`config.mk`:
```
export PLATFORM = sky130hd
export DESIGN_NAME = ifl_lane
export DESIGN_NICKNAME = d
export VERILOG_FILES = /design/src/sv/ifl_pkg.sv /design/src/sv/ifl_lane.sv
export SDC_FILE = /design/constraint.sdc
export NUM_CORES = 2
export LEC_CHECK = 0
export ABC_AREA = 1
export BUFFER_PORTS_ARGS = -buffer_cell sky130_fd_sc_hd__buf_4
export CAP_MARGIN = 20
export CELL_PAD_IN_SITES_DETAIL_PLACEMENT = 2
export CELL_PAD_IN_SITES_GLOBAL_PLACEMENT = 2
export CORE_MARGIN = 10
export CORE_UTILIZATION = 40
export CTS_BUF_LIST = sky130_fd_sc_hd__clkbuf_16
export CTS_CLUSTER_DIAMETER = 100
export DETAILED_ROUTE_END_ITERATION = 7
export GPL_TIMING_DRIVEN = 1
export HOLD_SLACK_MARGIN = 0.08
export PLACE_DENSITY = 0.87
export SETUP_SLACK_MARGIN = 0.1
export SLEW_MARGIN = 20
export SYNTH_ARGS = -nofsm -noshare
export SYNTH_HDL_FRONTEND = slang
export SYNTH_SLANG_ARGS = --single-unit
```
`constraint.sdc`:
```
create_clock -name clk -period 21 [get_ports clk]
set_clock_uncertainty 0.2 [all_clocks]
set_input_delay 4.2 -clock clk [delete_from_list [all_inputs] [get_ports clk]]
set_output_delay 4.2 -clock clk [all_outputs]
set_load 0.01 [all_outputs]
```
`src/sv/ifl_pkg.sv`:
```
// Shared types and constants for the IMU frame transform / lever-arm block.
// No dependencies; imported by every module of the block.
package ifl_pkg;

  // Configuration register indexes
  localparam int REG_IDX_W = 3;
  localparam logic [REG_IDX_W-1:0] REG_ROW0  = 3'd0;
  localparam logic [REG_IDX_W-1:0] REG_ROW1  = 3'd1;
  localparam logic [REG_IDX_W-1:0] REG_ROW2  = 3'd2;
  localparam logic [REG_IDX_W-1:0] REG_ARM   = 3'd3;
  localparam logic [REG_IDX_W-1:0] REG_GAIN  = 3'd4;

  // Smoothing gain, Q1.16
  localparam int GAIN_W = 17;
  localparam logic [GAIN_W-1:0] GAIN_ONE   = 17'd65536;
  localparam logic [GAIN_W-1:0] GAIN_RESET = 17'd32768;

  // Fraction bits of the vector format and micro-seconds per second
  localparam int VEC_FRAC = 16;
  localparam int MICRO_W  = 20;
  localparam logic [MICRO_W-1:0] MICROS_PER_SEC = 20'd1000000;

  // Rounding shift applied after a lane product
  typedef enum logic [1:0] {
    SH_ROT,
    SH_ARM,
    SH_VEC
  } shift_t;

  // Per-step lane control
  typedef struct packed {
    logic   issue;
    logic   first;
    logic   neg;
    shift_t sh;
  } lane_ctl_t;

endpackage

```
`src/sv/ifl_lane.sv`:
```
// One multiply-accumulate lane: registered product, round-half-away shift, accumulate,
// saturate. Depends on ifl_pkg.
module ifl_lane #(
  parameter int VB  = 32,
  parameter int CB  = 16,
  parameter int OPW = 34
) (
  input  logic                   clk,
  input  logic                   rst,
  input  ifl_pkg::lane_ctl_t     ctl,
  input  logic signed [OPW-1:0]  op_a,
  input  logic signed [OPW-1:0]  op_b,
  input  logic signed [VB-1:0]   bias,
  output logic signed [VB-1:0]   res
);
  import ifl_pkg::*;

  localparam int PW = 2*OPW + 1;
  localparam int AW = PW + 2;
  localparam logic signed [AW-1:0] MAXV = (AW'(1) <<< (VB-1)) - AW'(1);
  localparam logic signed [AW-1:0] MINV = -MAXV - AW'(1);

  logic signed [2*OPW-1:0] prod;
  lane_ctl_t               ctl_d;
  logic signed [AW-1:0]    acc;
  logic signed [AW-1:0]    acc_next;
  logic signed [PW-1:0]    p_ext;
  logic signed [PW-1:0]    half;
  logic signed [PW-1:0]    rnd;
  logic signed [PW-1:0]    shr;
  logic [4:0]              sh_amt;

  // product stage
  always_ff @(posedge clk) begin
    if (rst) begin
      ctl_d <= '0;
    end else begin
      ctl_d <= ctl;
    end
    if (ctl.issue) begin
      prod <= op_a * op_b;
    end
  end

  // rounding shift and accumulate
  always_comb begin
    case (ctl_d.sh)
      SH_ROT:  sh_amt = 5'(CB - 2);
      SH_ARM:  sh_amt = 5'(CB - 4);
      SH_VEC:  sh_amt = 5'(VEC_FRAC);
      default: sh_amt = 5'(VEC_FRAC);
    endcase
    p_ext = PW'(prod);
    half  = PW'(1) <<< (sh_amt - 5'd1);
    // half away from zero: negative products take one off before the floor shift
    rnd   = p_ext + half - PW'(signed'({1'b0, p_ext[PW-1]}));
    shr   = rnd >>> sh_amt;
    acc_next = (ctl_d.first ? AW'(bias) : acc) + (ctl_d.neg ? -AW'(shr) : AW'(shr));
  end

  always_ff @(posedge clk) begin
    if (ctl_d.issue) begin
      acc <= acc_next;
    end
  end

  // saturate to the vector width
  always_comb begin
    if (acc > MAXV) begin
      res = MAXV[VB-1:0];
    end else if (acc < MINV) begin
      res = MINV[VB-1:0];
    end else begin
      res = acc[VB-1:0];
    end
  end

endmodule

```
==> qor.yml <==
outcome:
  status: "finished clean"
global_routing:
  antenna_found_initial: 9
  overflow: 0
  grt_max_degree: 74
  grt_pass1_wl_um: 418000
  grt_use_total_pct: 32.3
  grt_pass1_vias: 68000
logic_synthesis:
  synthFlopType: "edfxtp_1"
  syn_nets: 10000
  synth-edff-count: 139
  yosysSeqAreaShare_pct: 6.93
  avgSynthCellArea_um2: 7.39
  synth-simple-area-share_pct: 21.7
  async_flop_share_pct: 0
  synthAdderAreaFrac_pct: 47.4
  synth_compound_area_share_pct: 5.54
  yosysWarnings: 0
  postSynthCellCount: 8346
  ys_seq_elements: 144
  synth_xor_area_share_pct: 2.71
  synth_top_family_by_area: "adder cells"
  netlist_area_um2: 61700
  synth_cell_types: 57
  synth_mux_area_share_pct: 0
route:
  wire_per_inst_um: 26.9
  dr.pass1.iters: 6
  num_vias: 56400
  vias_per_cell: 5.49
  ant_nets: 0
  drtIter0Drc: 3581
  wirelength_um: 276000
  drc: 0
sta:
  grt_setup_unrepaired: "false"
  fin_crit_sh_pct: 61.8
  max-slew-margin-rel_pct: 26.4
  slew_viol_final: 0
  finalSetupViolCount: 0
  fin_setup_tns_ps: 0
  max_clock_freq_mhz: 77.0
  tightest_slew_ps: 1090
  hold_viol_final: 0
  period_minus_slack_ps: 12980
critical_path:
  critical_path_peak_fanout: 34
  worstPathArrival_ps: 13030
  cp-start-kind: "input port"
  worstSetupEndpointType: "flop"
  cp.required_ps: 21050
  critPathKind: "input port to flop"
clocking:
  cts_sinks: 144
  cts_tree: "built"
  cts_buffers: 17
  clock_latency_ps: 500
  cts_buffer_depth: 2
  ctsHtreeMaxLevel: 4
  postCtsHoldBufs: 0
  clk_pin_slew_ps: 70
  cts_resized: 0
  root_buffer: "clkbuf_16"
  cts_setup_buffers: 0
finish:
  syn_to_final_growth_pct: 5.26
  num-nets-final: 9910
  drive_above_1_share_pct: 4.51
placement:
  io_buffers: 138
  hpwl_um: 233000
  gp_congestion: 0.928
flow_run:
  max_cap_viol_count: 0
floorplan:
  start_util_pct: 40.1
  std_cell_rows: 144
  ios: 139
  die_y_um: 413
  die_w_um: 413
  core_um2: 154000
  die_area_um2: 170000
hold_path:
  holdCritPathClass: "flop to flop"
cells in the mapped netlist, drive strengths merged, types with 4 or more instances:
library cell  count  area, um2
a211oi            4       30.0
a21oi           290       1460
a221oi            6       52.6
a31oi            61        382
and2              5       31.3
and3              5       31.3
buf              11       43.8
clkbuf          305       1140
dfxtp             5        100
edfxtp          139       4170
fa             1242      24900
ha              349       4370
inv            2264       8500
nand2          2290       8680
nand3           279       1470
nand3b           18        148
nand4            61        382
nor2            464       2060
nor3             35        223
nor4             22        138
o211ai           12       95.1
o21a             24        180
o21ai           190        951
o21bai           15        113
o221ai            5       43.8
or2              33        209
xnor2            68        596
xor2            123       1080
cell families after synthesis:
kind of cell	Yosys count
simple gates	3216
buf+inv	2583
fa+ha+maj	1591
compound gates	621
xor+xnor	191
flops	144
placed cells by master, fill, tap and decap left out, types with 18 or more instances in the layout:
cell and count:
inv_1 2248, nor2_2 45, nand4_1 61, ha_1 349, a21oi_1 289, or2_2 32, o21a_1 24, xnor2_1 68
nor2_4 27, nor3_1 28, buf_4 161, xor2_1 123, inv_2 18, edfxtp_1 139, a31oi_1 61, nand2_2 29
nand2_1 2259, nor2_1 391, fa_1 1241, nor4_1 22, o21ai_0 187, nand3_1 269
per-layer routing:
layer | routed length (um) | global-route usage (%) | share of wire, %
met5 | 13 | 0 | 0.0047
met2 | 140000 | 58.1 | 51
met4 | 15900 | 17.1 | 5.8
met1 | 104000 | 36.3 | 38
met3 | 16000 | 5.44 | 5.8
metrics by stage:
stage | cell area, um2 | worst slack (ps) | util (%) | hold WS, ps | cells
final | 64900 | 8020 | 42.3 | 551 | 10300
after global routing | 64900 | 7710 | 42.3 | 570 | 10300
after CTS | 64900 | 8490 | 42.2 | 663 | 10300
after detailed placement | 64300 | 7990 | 41.8 | 640 | 10200
after global placement | 64300 | 8600 | 41.8 | 579 | 10200
after floorplan | 61700 | 9590 | - | 483 | 8346
sequential cells by signal, summed over array words and instances, names as in the netlist:
register  count
ctl_d         5
prod         68
acc          71
worst max-delay path, cell delays in order:
cell and delay, ps:
buf_4 490, nand2_1 420, fa_1 680, fa_1 440
inv_1 250, fa_1 530, fa_1 600, inv_1 80
fa_1 510, inv_1 70, fa_1 560, inv_1 80
fa_1 500, inv_1 90, fa_1 460, ha_1 430
nand2_1 160, nor2_1 190, inv_1 110, nor2_1 180
nand4_1 110, o21ai_0 500, a31oi_1 270, o21ai_0 690
nand3_1 210, nand3_1 130, nand2_1 70
final cells by class:
cell class,instances,area [um2]
clock buffer,17,425
multi-input combinational,5619,47800
timing repair buffer,163,1250
inverter,2267,8510
antenna,9,22.5
fill,18100,88700
sequential,144,4280
clock inverter,14,143
tap,2044,2560
worst paths after layout:
path,startpoint,end,slack [ps],cells past startpoint
max,op_a[21],prod[53],8020,27
min,ctl_d[4],acc[5],550,1
max reg2reg,ctl_d[1],acc[40],11850,39
min reg2reg,ctl_d[4],acc[5],550,1
Power is not shown: default switching activity piles up to over one toggle a cycle in this logic, so the estimate is an artifact.
