===== src/sv/ifl_pkg.sv =====
// Shared types and constants for the IMU frame transform / lever-arm block.
// No dependencies; imported by every module of the block.
package ifl_pkg;

  // Configuration register indexes
  localparam int REG_IDX_W = 3;
  localparam logic [REG_IDX_W-1:0] REG_ROW0  = 3'd0;
  localparam logic [REG_IDX_W-1:0] REG_ROW1  = 3'd1;
  localparam logic [REG_IDX_W-1:0] REG_ROW2  = 3'd2;
  localparam logic [REG_IDX_W-1:0] REG_ARM   = 3'd3;
  localparam logic [REG_IDX_W-1:0] REG_GAIN  = 3'd4;

  // Smoothing gain, Q1.16
  localparam int GAIN_W = 17;
  localparam logic [GAIN_W-1:0] GAIN_ONE   = 17'd65536;
  localparam logic [GAIN_W-1:0] GAIN_RESET = 17'd32768;

  // Fraction bits of the vector format and micro-seconds per second
  localparam int VEC_FRAC = 16;
  localparam int MICRO_W  = 20;
  localparam logic [MICRO_W-1:0] MICROS_PER_SEC = 20'd1000000;

  // Rounding shift applied after a lane product
  typedef enum logic [1:0] {
    SH_ROT,
    SH_ARM,
    SH_VEC
  } shift_t;

  // Per-step lane control
  typedef struct packed {
    logic   issue;
    logic   first;
    logic   neg;
    shift_t sh;
  } lane_ctl_t;

endpackage


===== src/sv/ifl_div.sv =====
// Rate-over-time unit: |diff| * 1e6 + dt/2, restoring division by dt one bit a cycle,
// signed and saturated result. Depends on ifl_pkg.
module ifl_div #(
  parameter int VB = 32
) (
  input  logic                 clk,
  input  logic                 rst,
  input  logic                 start,
  input  logic signed [VB:0]   diff,
  input  logic [63:0]          dt,
  output logic                 busy,
  output logic signed [VB-1:0] quot
);
  import ifl_pkg::*;

  localparam int MW = VB + 1 + MICRO_W;
  localparam int NW = ((MW > 64) ? MW : 64) + 1;
  localparam int CW = $clog2(NW + 1);
  localparam logic [NW-1:0] LIMP = (NW'(1) << (VB-1)) - NW'(1);
  localparam logic [NW-1:0] LIMN = NW'(1) << (VB-1);

  typedef enum logic [1:0] {D_IDLE, D_MUL, D_ADD, D_RUN} dstate_t;

  dstate_t       st;
  logic [VB:0]   mag;
  logic          neg;
  logic [63:0]   dvs;
  logic [NW-1:0] num;
  logic [64:0]   rem;
  logic [CW-1:0] cnt;
  logic [MW-1:0] scaled;
  logic [64:0]   rem_s;
  logic          ge;
  logic [64:0]   rem_n;

  // one quotient bit per cycle
  always_comb begin
    scaled = MW'(mag) * MW'(MICROS_PER_SEC);
    rem_s  = {rem[63:0], num[NW-1]};
    ge     = rem_s >= {1'b0, dvs};
    rem_n  = ge ? rem_s - {1'b0, dvs} : rem_s;
  end

  always_ff @(posedge clk) begin
    if (rst) begin
      st <= D_IDLE;
    end else begin
      case (st)
        D_IDLE: begin
          if (start) begin
            mag <= diff[VB] ? (VB+1)'(-diff) : (VB+1)'(diff);
            neg <= diff[VB];
            dvs <= dt;
            st  <= D_MUL;
          end
        end
        D_MUL: begin
          num <= NW'(scaled);
          st  <= D_ADD;
        end
        D_ADD: begin
          num <= num + NW'(dvs[63:1]);
          rem <= '0;
          cnt <= '0;
          st  <= D_RUN;
        end
        D_RUN: begin
          rem <= rem_n;
          num <= {num[NW-2:0], ge};
          cnt <= cnt + CW'(1);
          if (cnt == CW'(NW - 1)) begin
            st <= D_IDLE;
          end
        end
        default: st <= D_IDLE;
      endcase
    end
  end

  assign busy = (st != D_IDLE);

  // sign and saturate
  always_comb begin
    if (neg) begin
      quot = (num > LIMN) ? VB'(-LIMN) : VB'(-num);
    end else begin
      quot = (num > LIMP) ? VB'(LIMP) : VB'(num);
    end
  end

endmodule


===== config.mk =====
export PLATFORM = sky130hd
export DESIGN_NAME = ifl_div
export DESIGN_NICKNAME = d
export VERILOG_FILES = /design/src/sv/ifl_pkg.sv /design/src/sv/ifl_div.sv
export SDC_FILE = /design/constraint.sdc
export NUM_CORES = 1
export LEC_CHECK = 0
export BUFFER_PORTS_ARGS = -buffer_cell sky130_fd_sc_hd__buf_2
export CAP_MARGIN = 25
export CORE_MARGIN = 2
export CORE_UTILIZATION = 64
export DETAILED_ROUTE_END_ITERATION = 10
export GPL_TIMING_DRIVEN = 0
export PLACE_DENSITY = 0.86
export SLEW_MARGIN = 25
export SYNTH_ARGS = -nofsm -noshare
export SYNTH_HDL_FRONTEND = slang
export SYNTH_SLANG_ARGS = --single-unit

===== constraint.sdc =====
create_clock -name clk -period 7.2 [get_ports clk]
set_input_delay 1.08 -clock clk [delete_from_list [all_inputs] [get_ports clk]]
set_output_delay 1.08 -clock clk [all_outputs]
set_load 0.02 [all_outputs]

==> run_results.csv <==
group,metric,value,unit
status,status,"completed",
critical_path,endpoint_kind,"flop",
synthesis,syn_inst,2847,
die,dieWidth,205,µm
synthesis,yosys_warnings,0,
critical_path,timing_worst_setup_path_type,"reg -> reg",
sta,min_period,6.76,ns
sta,rsz0062_at_grt,"no",
synthesis,synth_seq_cells,236,
placed_design,port_buffers,132,
die,die_y,205,µm
cts,htree_levels,1,
critical_path,cp-start-kind,"flop",
sta,final.setup.tns,0,ns
finish,syn2layout_area_growth,10.1,%
finish,final_core_util,0.713,
critical_path,arrival,7.08,ns
synthesis,synth_ff_type,"edfxtp_1",
sta,setup_viol,0,
cts,ctsResizeCount,0,
cts,clock_latency,0.60,ns
synthesis,syn_area,25700,µm²
sta,fin_crit_sh,0.939,
sta,final_hold_viol_count,0,
finish,mostFrequentLayoutCells,"inv_1 (318), ha_1 (291), nand2_1 (272)",
route,drt_wl_total,76700,µm
finish,layout-drive-gt1-share,0.0798,
placed_design,gp_congestion,0.973,
synthesis,ys_seq_area_frac,0.275,
synthesis,syn_area_per_cell,9.04,µm²
critical_path,crit_top_cell,"fa_1",
sta,fin_skew,0.0141,ns
die,io_pins,133,
worst_hold_path,hp-class,"reg -> reg",
synthesis,synth_cell_types,85,
critical_path,crit_required,7.52,ns
die,start_util,0.648,
route,drt_iter0_drc,2220,
finish,layout_commonest_cell,"inv_1",
critical_path,critPathLaunch,"mag[4]$_DFFE_PP_",
critical_path,crit_chain,"inv_1 > fa_1 > inv_1 > fa_1 > fa_1 > fa_1 > ha_1 > inv_1 > fa_1 > inv_1 > ha_1 > a211oi_1 > nand2_1 > nor3_1 > a31oi_1 > a41oi_1 > o21ai_0 > a31oi_1 > o31ai_1 > xnor2_1 > o221ai_1",
synthesis,syn_nets,3380,
route,drcViolationCount,0,
die,die_area,41800,µm²
finish,nets,3554,
global_route,antenna_found_initial,1,
route,postRouteAntennaNets,0,
critical_path,max_stage_delay,0.61,ns
route,vias,22900,
sta,tightest_slew,1.02,ns
route,dr.pass1.iters,6,
synthesis,async_flop_share,0,
cts,clkSlewWorstSetupHoldPaths,0.06,ns
sta,slew_violations,0,
placed_design,dp_hpwl,61800,µm
route,drt-vias-per-instance,6.41,
global_route,grt_pass1_wl,121000,µm
route,detail_route.wl_per_cell,21.5,µm
sta,relSlewSlack,0.317,
cts,root_buffer,"clkbuf_16",
global_route,grt_util_all_layers,0.367,
cts,cts.path.max_buffers,3,
job,maxCapViolCount,0,
die,coreArea,39700,µm²
synthesis,synth_edf_count,234,
global_route,grt_pass1_vias,22600,
sta,fmax,0.148,GHz
finish,diodes,0,
critical_path,cp_max_fo,6,
cts,cts_buffers,30,
global_route,grt_max_degree,27,
critical_path,slowest_stage,"fa_1",
worst_hold_path,hold_start,"st[1]$_SDFFE_PP0P_",
cts,cts_tree,"yes",
global_route,grt_overflow,0,
cts,ctsHoldBuffers,0,
finish,nFillCells,3000,
cts,cts.sinks,236,
die,rows,73,
critical_path,r2r-start,"mag[4]$_DFFE_PP_",
cts,cts_setup_buffers,0,
## sequential cells by signal, summed over array words and instances (netlist names)
| name | cells |
|---|---|
| num | 65 |
| dvs | 64 |
| rem | 64 |
| mag | 33 |
| cnt | 7 |
| st | 2 |
| neg | 1 |
## per-layer routing
layer	up-vias	GRT usage	routed length, µm
li1	10600	-	-
met2	1005	0.620	36500
met1	11000	0.485	31000
met5	-	0	9
met4	2	0.137	3210
met3	212	0.0465	6000
## critical path: cells and delay by family, from the launching register on
kind / cells / cell delay, ns
fa+ha+maj: 7 / 3.26
compound gates: 7 / 2.01
flops: 1 / 0.49
buf+inv: 4 / 0.33
xor+xnor: 1 / 0.23
simple gates: 2 / 0.15
## logic make-up (layout without fill, tap and decap cells)
family          after synthesis  count (layout)  share of synthesized area
compound gates              820             820                      0.205
xor+xnor                    189             189                     0.0643
fa+ha+maj                   433             433                      0.252
buf+inv                     434             632                     0.0643
flops                       236             236                      0.275
mux                           6               6                    0.00238
simple gates                729             729                      0.137
## area by class of cell
type	count	area, µm²	share of cell area
multi-input combinational	2177	17000	0.601
sequential	236	7070	0.249
inverter	318	1190	0.0421
timing repair buffer	142	936	0.0330
clock buffer	33	762	0.0269
tap	525	657	0.0232
buffer	116	462	0.0163
clock inverter	23	216	0.00764
## synth_stat cells, types with 5 or more instances
library cell    n  area [µm²]
nand4_1        54         338
buf_1           6        22.5
buf_2           8        40.0
inv_1         318        1190
xor2_1         65         569
a21oi_1       233        1170
ha_1          291        3640
o211ai_1       21         158
mux2i_1         5        50.1
or4_1           9        67.6
o21ai_0       181         906
o21a_1         23         173
a221oi_1        9        78.8
nor4_1         19         119
a22oi_1        29         218
nand3_1        55         275
nand2b_1       16         100
fa_1          142        2840
a211oi_1       43         323
nand3b_1        5        37.5
clkbuf_1       99         372
o311ai_0       25         219
nor2_1        142         533
or3_1          20         125
o221ai_1       17         149
o41ai_1         5        43.8
a21o_1         83         623
edfxtp_1      234        7030
o31a_1          7        61.3
a41oi_1         5        43.8
a31oi_1        24         150
o21bai_1       35         263
and4_1          6        52.6
nor2b_1        19         119
or2_2          13        81.3
a21boi_0        9        67.6
and3_1         25         156
nand2_1       272        1020
xnor2_1       124        1090
o31ai_1        28         210
and2_1         11        68.8
nor3_1         38         190
## metrics by stage
stage          worst slack [ns]  cells  cell area, µm²  hold WS [ns]
6_report                  0.440   3570           28300         0.573
5_1_grt                   0.185   3570           28300         0.604
4_1_cts                   0.506   3570           28300         0.570
3_5_place_dp              0.516   3514           27400         0.562
3_3_place_gp             -0.541   3504           27000         0.517
2_1_floorplan              1.41   2847           25700         0.496
## path summary, 6_finish.rpt
kind                                      endpoint  slack, ns  cells past startpoint
worst max-delay path             num[52]$_DFFE_PP_       0.44                     21
worst min-delay path            st[1]$_SDFFE_PP0P_       0.57                      2
worst max register to register   num[52]$_DFFE_PP_       0.44                     21
worst min register to register  st[1]$_SDFFE_PP0P_       0.57                      2
Power is not shown: default switching activity piles up to over one toggle a cycle in this logic, so the estimate is an artifact.
