File: src/sv/ifl_pkg.sv
// Shared types and constants for the IMU frame transform / lever-arm block.
// No dependencies; imported by every module of the block.
package ifl_pkg;

  // Configuration register indexes
  localparam int REG_IDX_W = 3;
  localparam logic [REG_IDX_W-1:0] REG_ROW0  = 3'd0;
  localparam logic [REG_IDX_W-1:0] REG_ROW1  = 3'd1;
  localparam logic [REG_IDX_W-1:0] REG_ROW2  = 3'd2;
  localparam logic [REG_IDX_W-1:0] REG_ARM   = 3'd3;
  localparam logic [REG_IDX_W-1:0] REG_GAIN  = 3'd4;

  // Smoothing gain, Q1.16
  localparam int GAIN_W = 17;
  localparam logic [GAIN_W-1:0] GAIN_ONE   = 17'd65536;
  localparam logic [GAIN_W-1:0] GAIN_RESET = 17'd32768;

  // Fraction bits of the vector format and micro-seconds per second
  localparam int VEC_FRAC = 16;
  localparam int MICRO_W  = 20;
  localparam logic [MICRO_W-1:0] MICROS_PER_SEC = 20'd1000000;

  // Rounding shift applied after a lane product
  typedef enum logic [1:0] {
    SH_ROT,
    SH_ARM,
    SH_VEC
  } shift_t;

  // Per-step lane control
  typedef struct packed {
    logic   issue;
    logic   first;
    logic   neg;
    shift_t sh;
  } lane_ctl_t;

endpackage

File: src/sv/ifl_merge.sv
// Merge stage: rotated acceleration plus tangential and centripetal terms, saturated.
// Depends on ifl_pkg.
module ifl_merge #(
  parameter int VB = 32
) (
  input  logic signed [VB-1:0] acc_rot [3],
  input  logic signed [VB-1:0] tang    [3],
  input  logic signed [VB-1:0] centr   [3],
  output logic signed [VB-1:0] sum     [3]
);
  import ifl_pkg::*;

  localparam int SW = VB + 2;
  localparam logic signed [SW-1:0] MAXV = (SW'(1) <<< (VB-1)) - SW'(1);
  localparam logic signed [SW-1:0] MINV = -MAXV - SW'(1);

  logic signed [SW-1:0] tot [3];

  always_comb begin
    for (int i = 0; i < 3; i++) begin
      tot[i] = SW'(acc_rot[i]) + SW'(tang[i]) + SW'(centr[i]);
      if (tot[i] > MAXV) begin
        sum[i] = MAXV[VB-1:0];
      end else if (tot[i] < MINV) begin
        sum[i] = MINV[VB-1:0];
      end else begin
        sum[i] = tot[i][VB-1:0];
      end
    end
  end

endmodule

File: config.mk
export PLATFORM = sky130hd
export DESIGN_NAME = ifl_merge
export DESIGN_NICKNAME = d
export VERILOG_FILES = /design/src/sv/ifl_pkg.sv /design/src/sv/ifl_merge.sv
export SDC_FILE = /design/constraint.sdc
export NUM_CORES = 1
export LEC_CHECK = 0
export BUFFER_PORTS_ARGS = -buffer_cell sky130_fd_sc_hd__buf_2
export CORE_AREA = 4 4 146 148
export DETAILED_ROUTE_END_ITERATION = 10
export DIE_AREA = 0 0 150 152
export PLACE_DENSITY = 0.73
export REMOVE_ABC_BUFFERS = 1
export SLEW_MARGIN = 20
export SYNTH_ARGS = -nofsm -noshare
export SYNTH_HDL_FRONTEND = slang
export SYNTH_SLANG_ARGS = --single-unit
File: constraint.sdc
create_clock -name vclk -period 3.6
set_input_delay 0.36 -clock vclk [all_inputs]
set_output_delay 0.36 -clock vclk [all_outputs]
set_load 0.02 [all_outputs]
==> metrics.md, run 1 <==
| Metric | Value |
|---|---|
| CP Data Required Time | `about 3.2 ns` |
| GRT Util Overall | `between 20% and 30%` |
| Flip-flop and latch count | `0` |
| Seq/Total Area, Yosys | `0%` |
| Die ar. | `0.02280 mm²` |
| Die Wd | `150 µm` |
| Antenna violations before repair | `2` |
| Fmax | `0.2256 GHz` |
| Pwr Total | `just under 8 mW` |
| Unrepaired setup endpoints after global routing | `true` |
| Max-cap violations | `0` |
| Final-stage net count | `2034` |
| DR vias | `10190` |
| Worst EP arrival | `4.07 ns` |
| CP cell instances | `buf_6 -> inv_4 -> fa_1 -> inv_1 -> ha_2 -> inv_2 -> fa_2 -> nor2b_2 -> o2111ai_2 -> a31o_2 -> a211oi_4 -> o21ai_2 -> a21oi_2 -> nor3_2 -> o21bai_1 -> a311o_1 -> buf_12 -> o22ai_1 -> buf_4` |
| Drt first pass iters | `5` |
| GRT busiest layer | `met2` |
| Initial Util | `39.64%` |
| Share of layout cells above drive strength 1 | `48.03%` |
| Setup WS post-layout | `-0.8332 ns` |
| Synth Cell Area | `between 0.007 and 0.008 mm²` |
| RePlAce Congestion | `0.9238` |
| Routing usage on met1 | `28.23%` |
| Largest net degree at the start of global routing | `31` |
| Synth Area per Inst | `between 8 and 9 µm²` |
| Vias in the first global route | `between 10000 and 15000` |
| Synth warnings | `0` |
| Most frequent cells in the layout | `buf_2 (287), buf_4 (234), fa_1 (94)` |
| Fillers | `1530` |
| Final Setup Violations | `96` |
| Failing checks | `negative setup slack` |
| Reg area | `0 µm²` |
| Place WS | `-0.9688 ns` |
| Global-route wire length before repair | `47260 µm` |
| Static Leak | `6.681 nW` |
| Rows | `52` |
| Synth cell types | `66` |
| Final Cell Area | `0.01331 mm²` |
| Grt met3 use | `3.217%` |
| Routed Antenna Nets | `0` |
| Outcome | `complete, but fails checks` |
| Final hold violations | `0` |
| Crit. End Element | `output port` |
| Sum Neg Setup Slack | `-60.15 ns` |
| Area of placed instances | `0.01168 mm²` |
| Routed len/inst | `between 15 and 20 µm` |
| Die Ht | `between 150 and 200 µm` |
| Total grt overflow | `0` |
| CP max-delay cell | `fa_1` |
| DRC | `0` |
| Critical Path Max Stage Delay | `0.47 ns` |
| Via density per instance | `5.595` |
| Core area | `0.02004 mm²` |
| Io pins | `384` |
| Area delta synth->final | `67.58%` |
| Port buffer count | `384` |
| Clk_buf instances | `0` |
| Startpoint types | `input pin` |
| DR iter-0 viols | `542` |
| Period utilization | `123.1%` |
| Maximum VDD drop | `0.0004468 V` |
| P per Cell Area | `between 500 and 600 mW/mm²` |
| Critical path type | `input pin to output port` |
| Min-delay worst type | `input pin to output port` |
| Final max-slew violation count | `0` |
| DP HPWL | `24430 µm` |
| Syn Inst Count | `964` |
| Crit path time final | `4.433 ns` |
| Slew at the pin closest to its max-slew limit | `~0.86 ns` |
| Commonest non-fill, non-tap cell in the layout | `buf_2` |
| Crit Path Max Fanout | `26` |
| Met2 Usage GRT | `between 40% and 50%` |
| Rel. slew slack | `42.36%` |
| Total Wirelength | `33240 µm` |
-- routing by layer --
layer	vias up	routed length (µm)
li1	4732	-
met1	4848	11980
met2	504	17640
met3	105	2318
met4	0	1299
met5	-	0
-- worst max-delay path, delay by kind of cell --
family          cells  cell delay (ns)
compound gates      8             1.83
fa+ha+maj           3             1.02
buf+inv             6             0.61
simple gates        2             0.24
-- stage by stage --
| step | hold WS [ns] | utilization, % | std cells |
|---|---|---|---|
| 2_1_floorplan | 1.052 | - | 921 |
| 3_3_place_gp | 1.249 | 58.27 | 1787 |
| 3_5_place_dp | 1.258 | 58.27 | 1787 |
| 4_1_cts | 1.243 | 62.21 | 1809 |
| 5_1_grt | 1.261 | 66.42 | 1821 |
| 6_report | 1.247 | 66.42 | 1821 |
-- worst paths after layout --
check / start / end / slack, ns / depth (start not counted)
hold / removal: centr[64] / sum[64] / 1.25 / 5
setup / recovery: acc_rot[1] / sum[30] / -0.83 / 19
-- repair_timing --
item / 4_1_cts / 5_1_grt
setup buffers: 17 / 11
hold endpoints to repair: 0 / 0
resized for setup: 159 / 179
hold buffers: 0 / 0
setup endpoints to repair: 96 / 96
pin swaps: 19 / 49
cloned: 5 / 3
-- cell families after synthesis --
logic type / Yosys count / synth area share (%)
AND/OR/NAND/NOR: 198 / 12.40
adder cells (fa/ha/maj): 195 / 40.08
XOR/XNOR: 82 / 9.042
AO/OA/AOI/OAI: 400 / 33.68
buffers and inverters: 89 / 4.805
-- layout make-up --
type | instances | area [µm²] | share of cell area, %
multi-input combinational | 875 | 8233 | 61.85
timing repair buffer | 628 | 4557 | 34.24
tap | 270 | 337.8 | 2.538
antenna | 2 | 5.005 | 0.03760
inverter | 46 | 177.7 | 1.335
-- synthesized netlist by cell type (all sizes together) (8+ instances only) --
cell type	n	area share, %
a211oi	8	0.76
a21o	88	8.3
a21oi	88	5.7
a31oi	16	1.4
and2	8	0.63
and3	17	1.3
buf	18	1.4
clkbuf	25	1.2
fa	99	25
ha	96	15
inv	46	2.2
nand2	53	2.5
nand2b	12	0.95
nand3	14	0.88
nand4	10	0.79
nor2	42	2.0
nor2b	13	1.0
nor3	14	0.88
o211ai	9	0.85
o21a	12	1.1
o21ai	78	5.0
o21bai	22	2.1
o22ai	32	2.8
xnor2	41	4.5
xor2	41	4.5
-- report_power, final --
group	internal, mW	switching [mW]	leakage, nW
logic	3.71	3.97	6.68
clock network	0.0000000745	0	0.0000127
registers	0	0	0
total	3.71	3.97	6.68
Note: power is estimated with default switching activity, not from simulation.
==> run 2: changes to the inputs <==
--- a/config.mk
+++ b/config.mk
@@ -9,7 +9,7 @@
 export CORE_AREA = 4 4 146 148
 export DETAILED_ROUTE_END_ITERATION = 10
 export DIE_AREA = 0 0 150 152
-export PLACE_DENSITY = 0.73
+export PLACE_DENSITY = 0.75
 export REMOVE_ABC_BUFFERS = 1
 export SLEW_MARGIN = 20
 export SYNTH_ARGS = -nofsm -noshare
==> constraint.sdc (replaced) <==
create_clock -name vclk -period 4.25
set_input_delay 0.425 -clock vclk [all_inputs]
set_output_delay 0.425 -clock vclk [all_outputs]
set_load 0.02 [all_outputs]
==> metrics.md, run 2 (synthesis results as in run 1) <==
| Metric | Value |
|---|---|
| Final-stage net count | `approximately 1900` |
| DR vias | `between 9000 and 10000` |
| Static Leak | `~6.0 nW` |
| Final Setup Violations | `63` |
| Hold Path End | `sum[32]` |
| Die ar. | `0.02280 mm²` |
| Rel. slew slack | `between 50 and 60%` |
| Critical Path Max Stage Delay | `0.52 ns` |
| Setup WS post-layout | `-0.3237 ns` |
| Max-cap violations | `0` |
| Largest net degree at the start of global routing | `31` |
| Final hold violations | `0` |
| Antenna violations before repair | `4` |
| CP cell instances | `buf_6 -> inv_4 -> fa_1 -> inv_2 -> ha_4 -> inv_2 -> fa_2 -> nor2b_2 -> o2111ai_2 -> a31o_2 -> a211oi_4 -> o21ai_2 -> a21oi_2 -> nor3_1 -> o21bai_1 -> a311o_2 -> clkbuf_16 -> o22ai_4 -> buf_6` |
| Crit path time final | `4.574 ns` |
| Die Ht | `around 150 µm` |
| Crit. End Element | `output port` |
| Final Cell Area | `0.01263 mm²` |
| Period utilization | `107.6%` |
| Vias in the first global route | `9612` |
| Startpoint types | `input pin` |
| Maximum VDD drop | `0.0004482 V` |
| Min-delay worst type | `input pin to output port` |
| Flip-flop and latch count | `0` |
| Io pins | `384` |
| Total grt overflow | `0` |
| GRT Util Overall | `24.02%` |
| Core area | `0.02004 mm²` |
| Crit Path Max Fanout | `7` |
| DRC | `0` |
| DR iter-0 viols | `587` |
| Outcome | `complete, but fails checks` |
| Area of placed instances | `0.01061 mm²` |
| Sum Neg Setup Slack | `-13.65 ns` |
| Unrepaired setup endpoints after global routing | `true` |
| Worst EP arrival | `approximately 4.2 ns` |
| Via density per instance | `5.800` |
| Min-delay src | `centr[32]` |
| Pwr Total | `about 6.5 mW` |
| Clk_buf instances | `0` |
| Worst Setup SP | `acc_rot[1]` |
| Routed Antenna Nets | `0` |
| CP max-delay cell | `a311o_2` |
| Share of layout cells above drive strength 1 | `43.97%` |
| Failing checks | `negative setup slack` |
| Final Util | `63.01%` |
| Port buffer count | `384` |
| Worst hold stages | `4` |
| DP HPWL | `roughly 23000 µm` |
| Area delta synth->final | `58.96%` |
| Fillers | `1606` |
| Total Wirelength | `32560 µm` |
| Reg area | `0 µm²` |
| Fmax | `0.2186 GHz` |
| Rows | `52` |
| Final max-slew violation count | `0` |
| P per Cell Area | `517.2 mW/mm²` |
| Die Wd | `roughly 150 µm` |
| Slew at the pin closest to its max-slew limit | `0.6732 ns` |
| Initial Util | `39.64%` |
| Commonest non-fill, non-tap cell in the layout | `buf_2` |
| RePlAce Congestion | `roughly 0.92` |
| Most frequent cells in the layout | `buf_2 (296), fa_1 (95), buf_6 (93)` |
| Drt first pass iters | `6` |
| Routed len/inst | `19.35 µm` |
| Critical path type | `input pin to output port` |
| Global-route wire length before repair | `46100 µm` |
| CP Data Required Time | `3.83 ns` |
run 2: cell types whose count changed in the layout (fill, tap and decap cells not counted), sizes merged:
cell,before,now
buf,626,482
clkbuf,2,7
diode,2,3
run 2: worst max-delay path by stage:
stage              end  slack [ns]  depth (start not counted)
2_1_floorplan   sum[0]       -0.70                         12
3_3_place_gp   sum[23]       -0.27                         20
3_5_place_dp   sum[24]       -0.41                         20
4_1_cts        sum[28]       -0.18                         19
5_1_grt        sum[16]       -0.47                         19
6_report       sum[16]       -0.32                         19
run 2: power breakdown:
group | internal, mW | switching, mW | total, mW
registers | 0 | 0 | 0
logic | 3.04 | 3.49 | 6.53
clock network | 0.0000000946 | 0 | 0.0000000946
total | 3.04 | 3.49 | 6.53
run 2: final cells by class:
type                       instances  area, µm²  share of cell area [%]
multi-input combinational        875       8521                   67.49
timing repair buffer             489       3585                   28.39
tap                              270      337.8                   2.676
inverter                          46      175.2                   1.387
antenna                            3      7.507                 0.05946
run 2: critical path, delay by kind of cell:
family | cells | cell delay [ns]
fa+ha+maj | 3 | 1.02
compound gates | 8 | 1.88
simple gates | 2 | 0.23
buf+inv | 6 | 0.62
run 2: per-stage QoR:
| step | cells | worst slack [ns] | hold slack (ns) |
|---|---|---|---|
| 6_report | 1683 | -0.3237 | 1.333 |
| 3_3_place_gp | 1647 | -0.2748 | 1.345 |
| 5_1_grt | 1683 | -0.4666 | 1.361 |
| 3_5_place_dp | 1647 | -0.4071 | 1.342 |
| 4_1_cts | 1668 | -0.1766 | 1.323 |
| 2_1_floorplan | 921 | -0.6967 | 1.182 |
run 2: per-layer routing:
metal,up-vias,part of all wire (%),global-route usage [%]
li1,4463,-,-
met1,4586,35,28.44
met2,561,51,44.16
met3,149,8.0,2.770
met4,2,5.8,8.627
met5,-,0.037,0
run 2: repair_timing:
item	CTS	global route
hold buffers	0	0
pin swaps	30	51
gates resized for setup	232	144
endpoints found under the setup margin	94	94
setup buffers	16	8
gates cloned	6	7
==> run 3: changes to the inputs <==
==> constraint.sdc (replaced) <==
create_clock -name vclk -period 4.25
set_input_delay 0.425 -clock vclk [all_inputs]
set_output_delay 0.425 -clock vclk [all_outputs]
set_load 0.1 [all_outputs]
==> metrics.md, run 3 (synthesis results as in run 1) <==
| Metric | Value |
|---|---|
| Min-delay src | `centr[32]` |
| Worst hold stages | `4` |
| Outcome | `complete, but fails checks` |
| Slew at the pin closest to its max-slew limit | `between 0.8 and 0.9 ns` |
| Crit path time final | `4.854 ns` |
| Rows | `52` |
| Setup WS post-layout | `-0.6043 ns` |
| Clk pwr share | `0%` |
| Period utilization | `114.2%` |
| Min-delay worst type | `input pin to output port` |
| Final-stage net count | `slightly below 2000` |
| Flip-flop and latch count | `0` |
| P per Cell Area | `826.0 mW/mm²` |
| Port buffer count | `384` |
| Critical path type | `input pin to output port` |
| Via density per instance | `roughly 6` |
| RePlAce Congestion | `0.9349` |
| Commonest non-fill, non-tap cell in the layout | `buf_2` |
| Worst EP arrival | `4.43 ns` |
| Max-cap violations | `0` |
| DR vias | `about 10000` |
| Final Setup Violations | `93` |
| Crit Path Max Fanout | `6` |
| Seq pwr share | `0%` |
| Global-route wire length before repair | `~55000 µm` |
| DRC | `0` |
| CP Data Required Time | `3.83 ns` |
| Fmax | `about 0.21 GHz` |
| Share of layout cells above drive strength 1 | `46.25%` |
| Clk_buf instances | `0` |
| Switch Pwr | `7.244 mW` |
| Gate power share | `100.0%` |
| Die Ht | `152 µm` |
| Pint | `4.460 mW` |
| Routed len/inst | `21.43 µm` |
| Drt first pass iters | `7` |
| Core area | `0.02004 mm²` |
| Total Wirelength | `about 37000 µm` |
| Die Wd | `roughly 150 µm` |
| Crit. End Element | `output port` |
| Reg area | `0 µm²` |
| Critical Path Max Stage Delay | `0.48 ns` |
| Die ar. | `0.02280 mm²` |
| Unrepaired setup endpoints after global routing | `true` |
| Pwr Total | `about 12 mW` |
| Initial Util | `roughly 40%` |
| Final cell count without fillers | `1739` |
| Final hold violations | `0` |
| Area delta synth->final | `78.42%` |
| Maximum VDD drop | `0.0007543 V` |
| Fillers | `1388` |
| Rel. slew slack | `44.88%` |
| Routed Antenna Nets | `0` |
| CP max-delay cell | `fa_1` |
| Vias in the first global route | `10750` |
| Switching part of the total | `between 60% and 70%` |
| WHS | `between 1 and 1.5 ns` |
| Antenna violations before repair | `3` |
| CP cell instances | `buf_6 -> inv_4 -> fa_1 -> inv_1 -> ha_2 -> inv_2 -> fa_2 -> nor2b_4 -> o2111ai_2 -> a31o_2 -> a211oi_2 -> buf_4 -> o21ai_4 -> a21oi_4 -> buf_6 -> nor3_2 -> o21bai_1 -> a311o_1 -> buf_6 -> buf_16 -> o22ai_4 -> buf_12` |
| Placed cells | `1681` |
| Hold Path End | `sum[32]` |
| Static Leak | `6.741 nW` |
| DP HPWL | `24840 µm` |
| Startpoint types | `input pin` |
| Final max-slew violation count | `0` |
| GRT Util Overall | `between 20% and 30%` |
| Io pins | `384` |
| Total grt overflow | `0` |
| Multi-input combinational cell area | `0.008606 mm²` |
| Largest net degree at the start of global routing | `19` |
| Failing checks | `negative setup slack` |
| Most frequent cells in the layout | `buf_2 (283), buf_4 (121), buf_12 (111)` |
| DR iter-0 viols | `approximately 720` |
| Sum Neg Setup Slack | `-27.76 ns` |
| Most frequent CP cell | `buf_6` |
run 3: area by class of cell:
| class | count | share of cell area, % |
|---|---|---|
| diodes | 3 | 0.05298 |
| inverters | 46 | 1.254 |
| multi-input cells | 875 | 60.73 |
| well taps | 270 | 2.384 |
| repair buffers | 545 | 35.58 |
run 3: how the worst max path moves through the flow:
| stage | start | to | slack (ns) |
|---|---|---|---|
| CTS | centr[1] | sum[6] | -0.37 |
| global route | tang[1] | sum[17] | -0.69 |
| global placement | acc_rot[1] | sum[26] | -0.43 |
| finish | tang[1] | sum[17] | -0.60 |
| floorplan | acc_rot[1] | sum[0] | -2.08 |
| detailed placement | acc_rot[1] | sum[24] | -0.54 |
run 3: power groups by stage:
stage,sequential (mW),clock [mW],combinational (mW)
after floorplan,0,0,6.17
after global placement,0,0,9.10
after detailed placement,0,0,9.18
after CTS,0,0,11.2
after global routing,0,0.0000000944,12.0
final,0,0.0000000944,11.7
run 3: timing repair:
action,in CTS,in global routing
gates cloned,13,3
resized for setup,317,49
endpoints found under the setup margin,94,94
pin swaps,33,44
buffers inserted,28,14
hold buffers,0,0
run 3: metal layers:
layer	up-vias	GRT usage, %	share of wire (%)
met1	4952	31.61	33
met2	695	54.33	52
li1	4572	-	-
met5	-	0	0
met3	198	4.796	8.7
met4	0	14.34	6.8
run 3: critical path, delay by kind of cell:
family / cells / cell delay, ns
AO/OA/AOI/OAI: 8 / 1.72
AND/OR/NAND/NOR: 2 / 0.17
buffers and inverters: 9 / 1.06
adder cells (fa/ha/maj): 3 / 1.03
run 3: per-stage QoR:
stage | instance area (µm²) | setup WS, ns | utilization, %
after floorplan | 7734 | -2.076 | -
final | 14170 | -0.6043 | 70.72
after detailed placement | 11830 | -0.5375 | 59.03
after CTS | 13850 | -0.3667 | 69.12
after global routing | 14170 | -0.6895 | 70.72
after global placement | 11830 | -0.4318 | 59.03
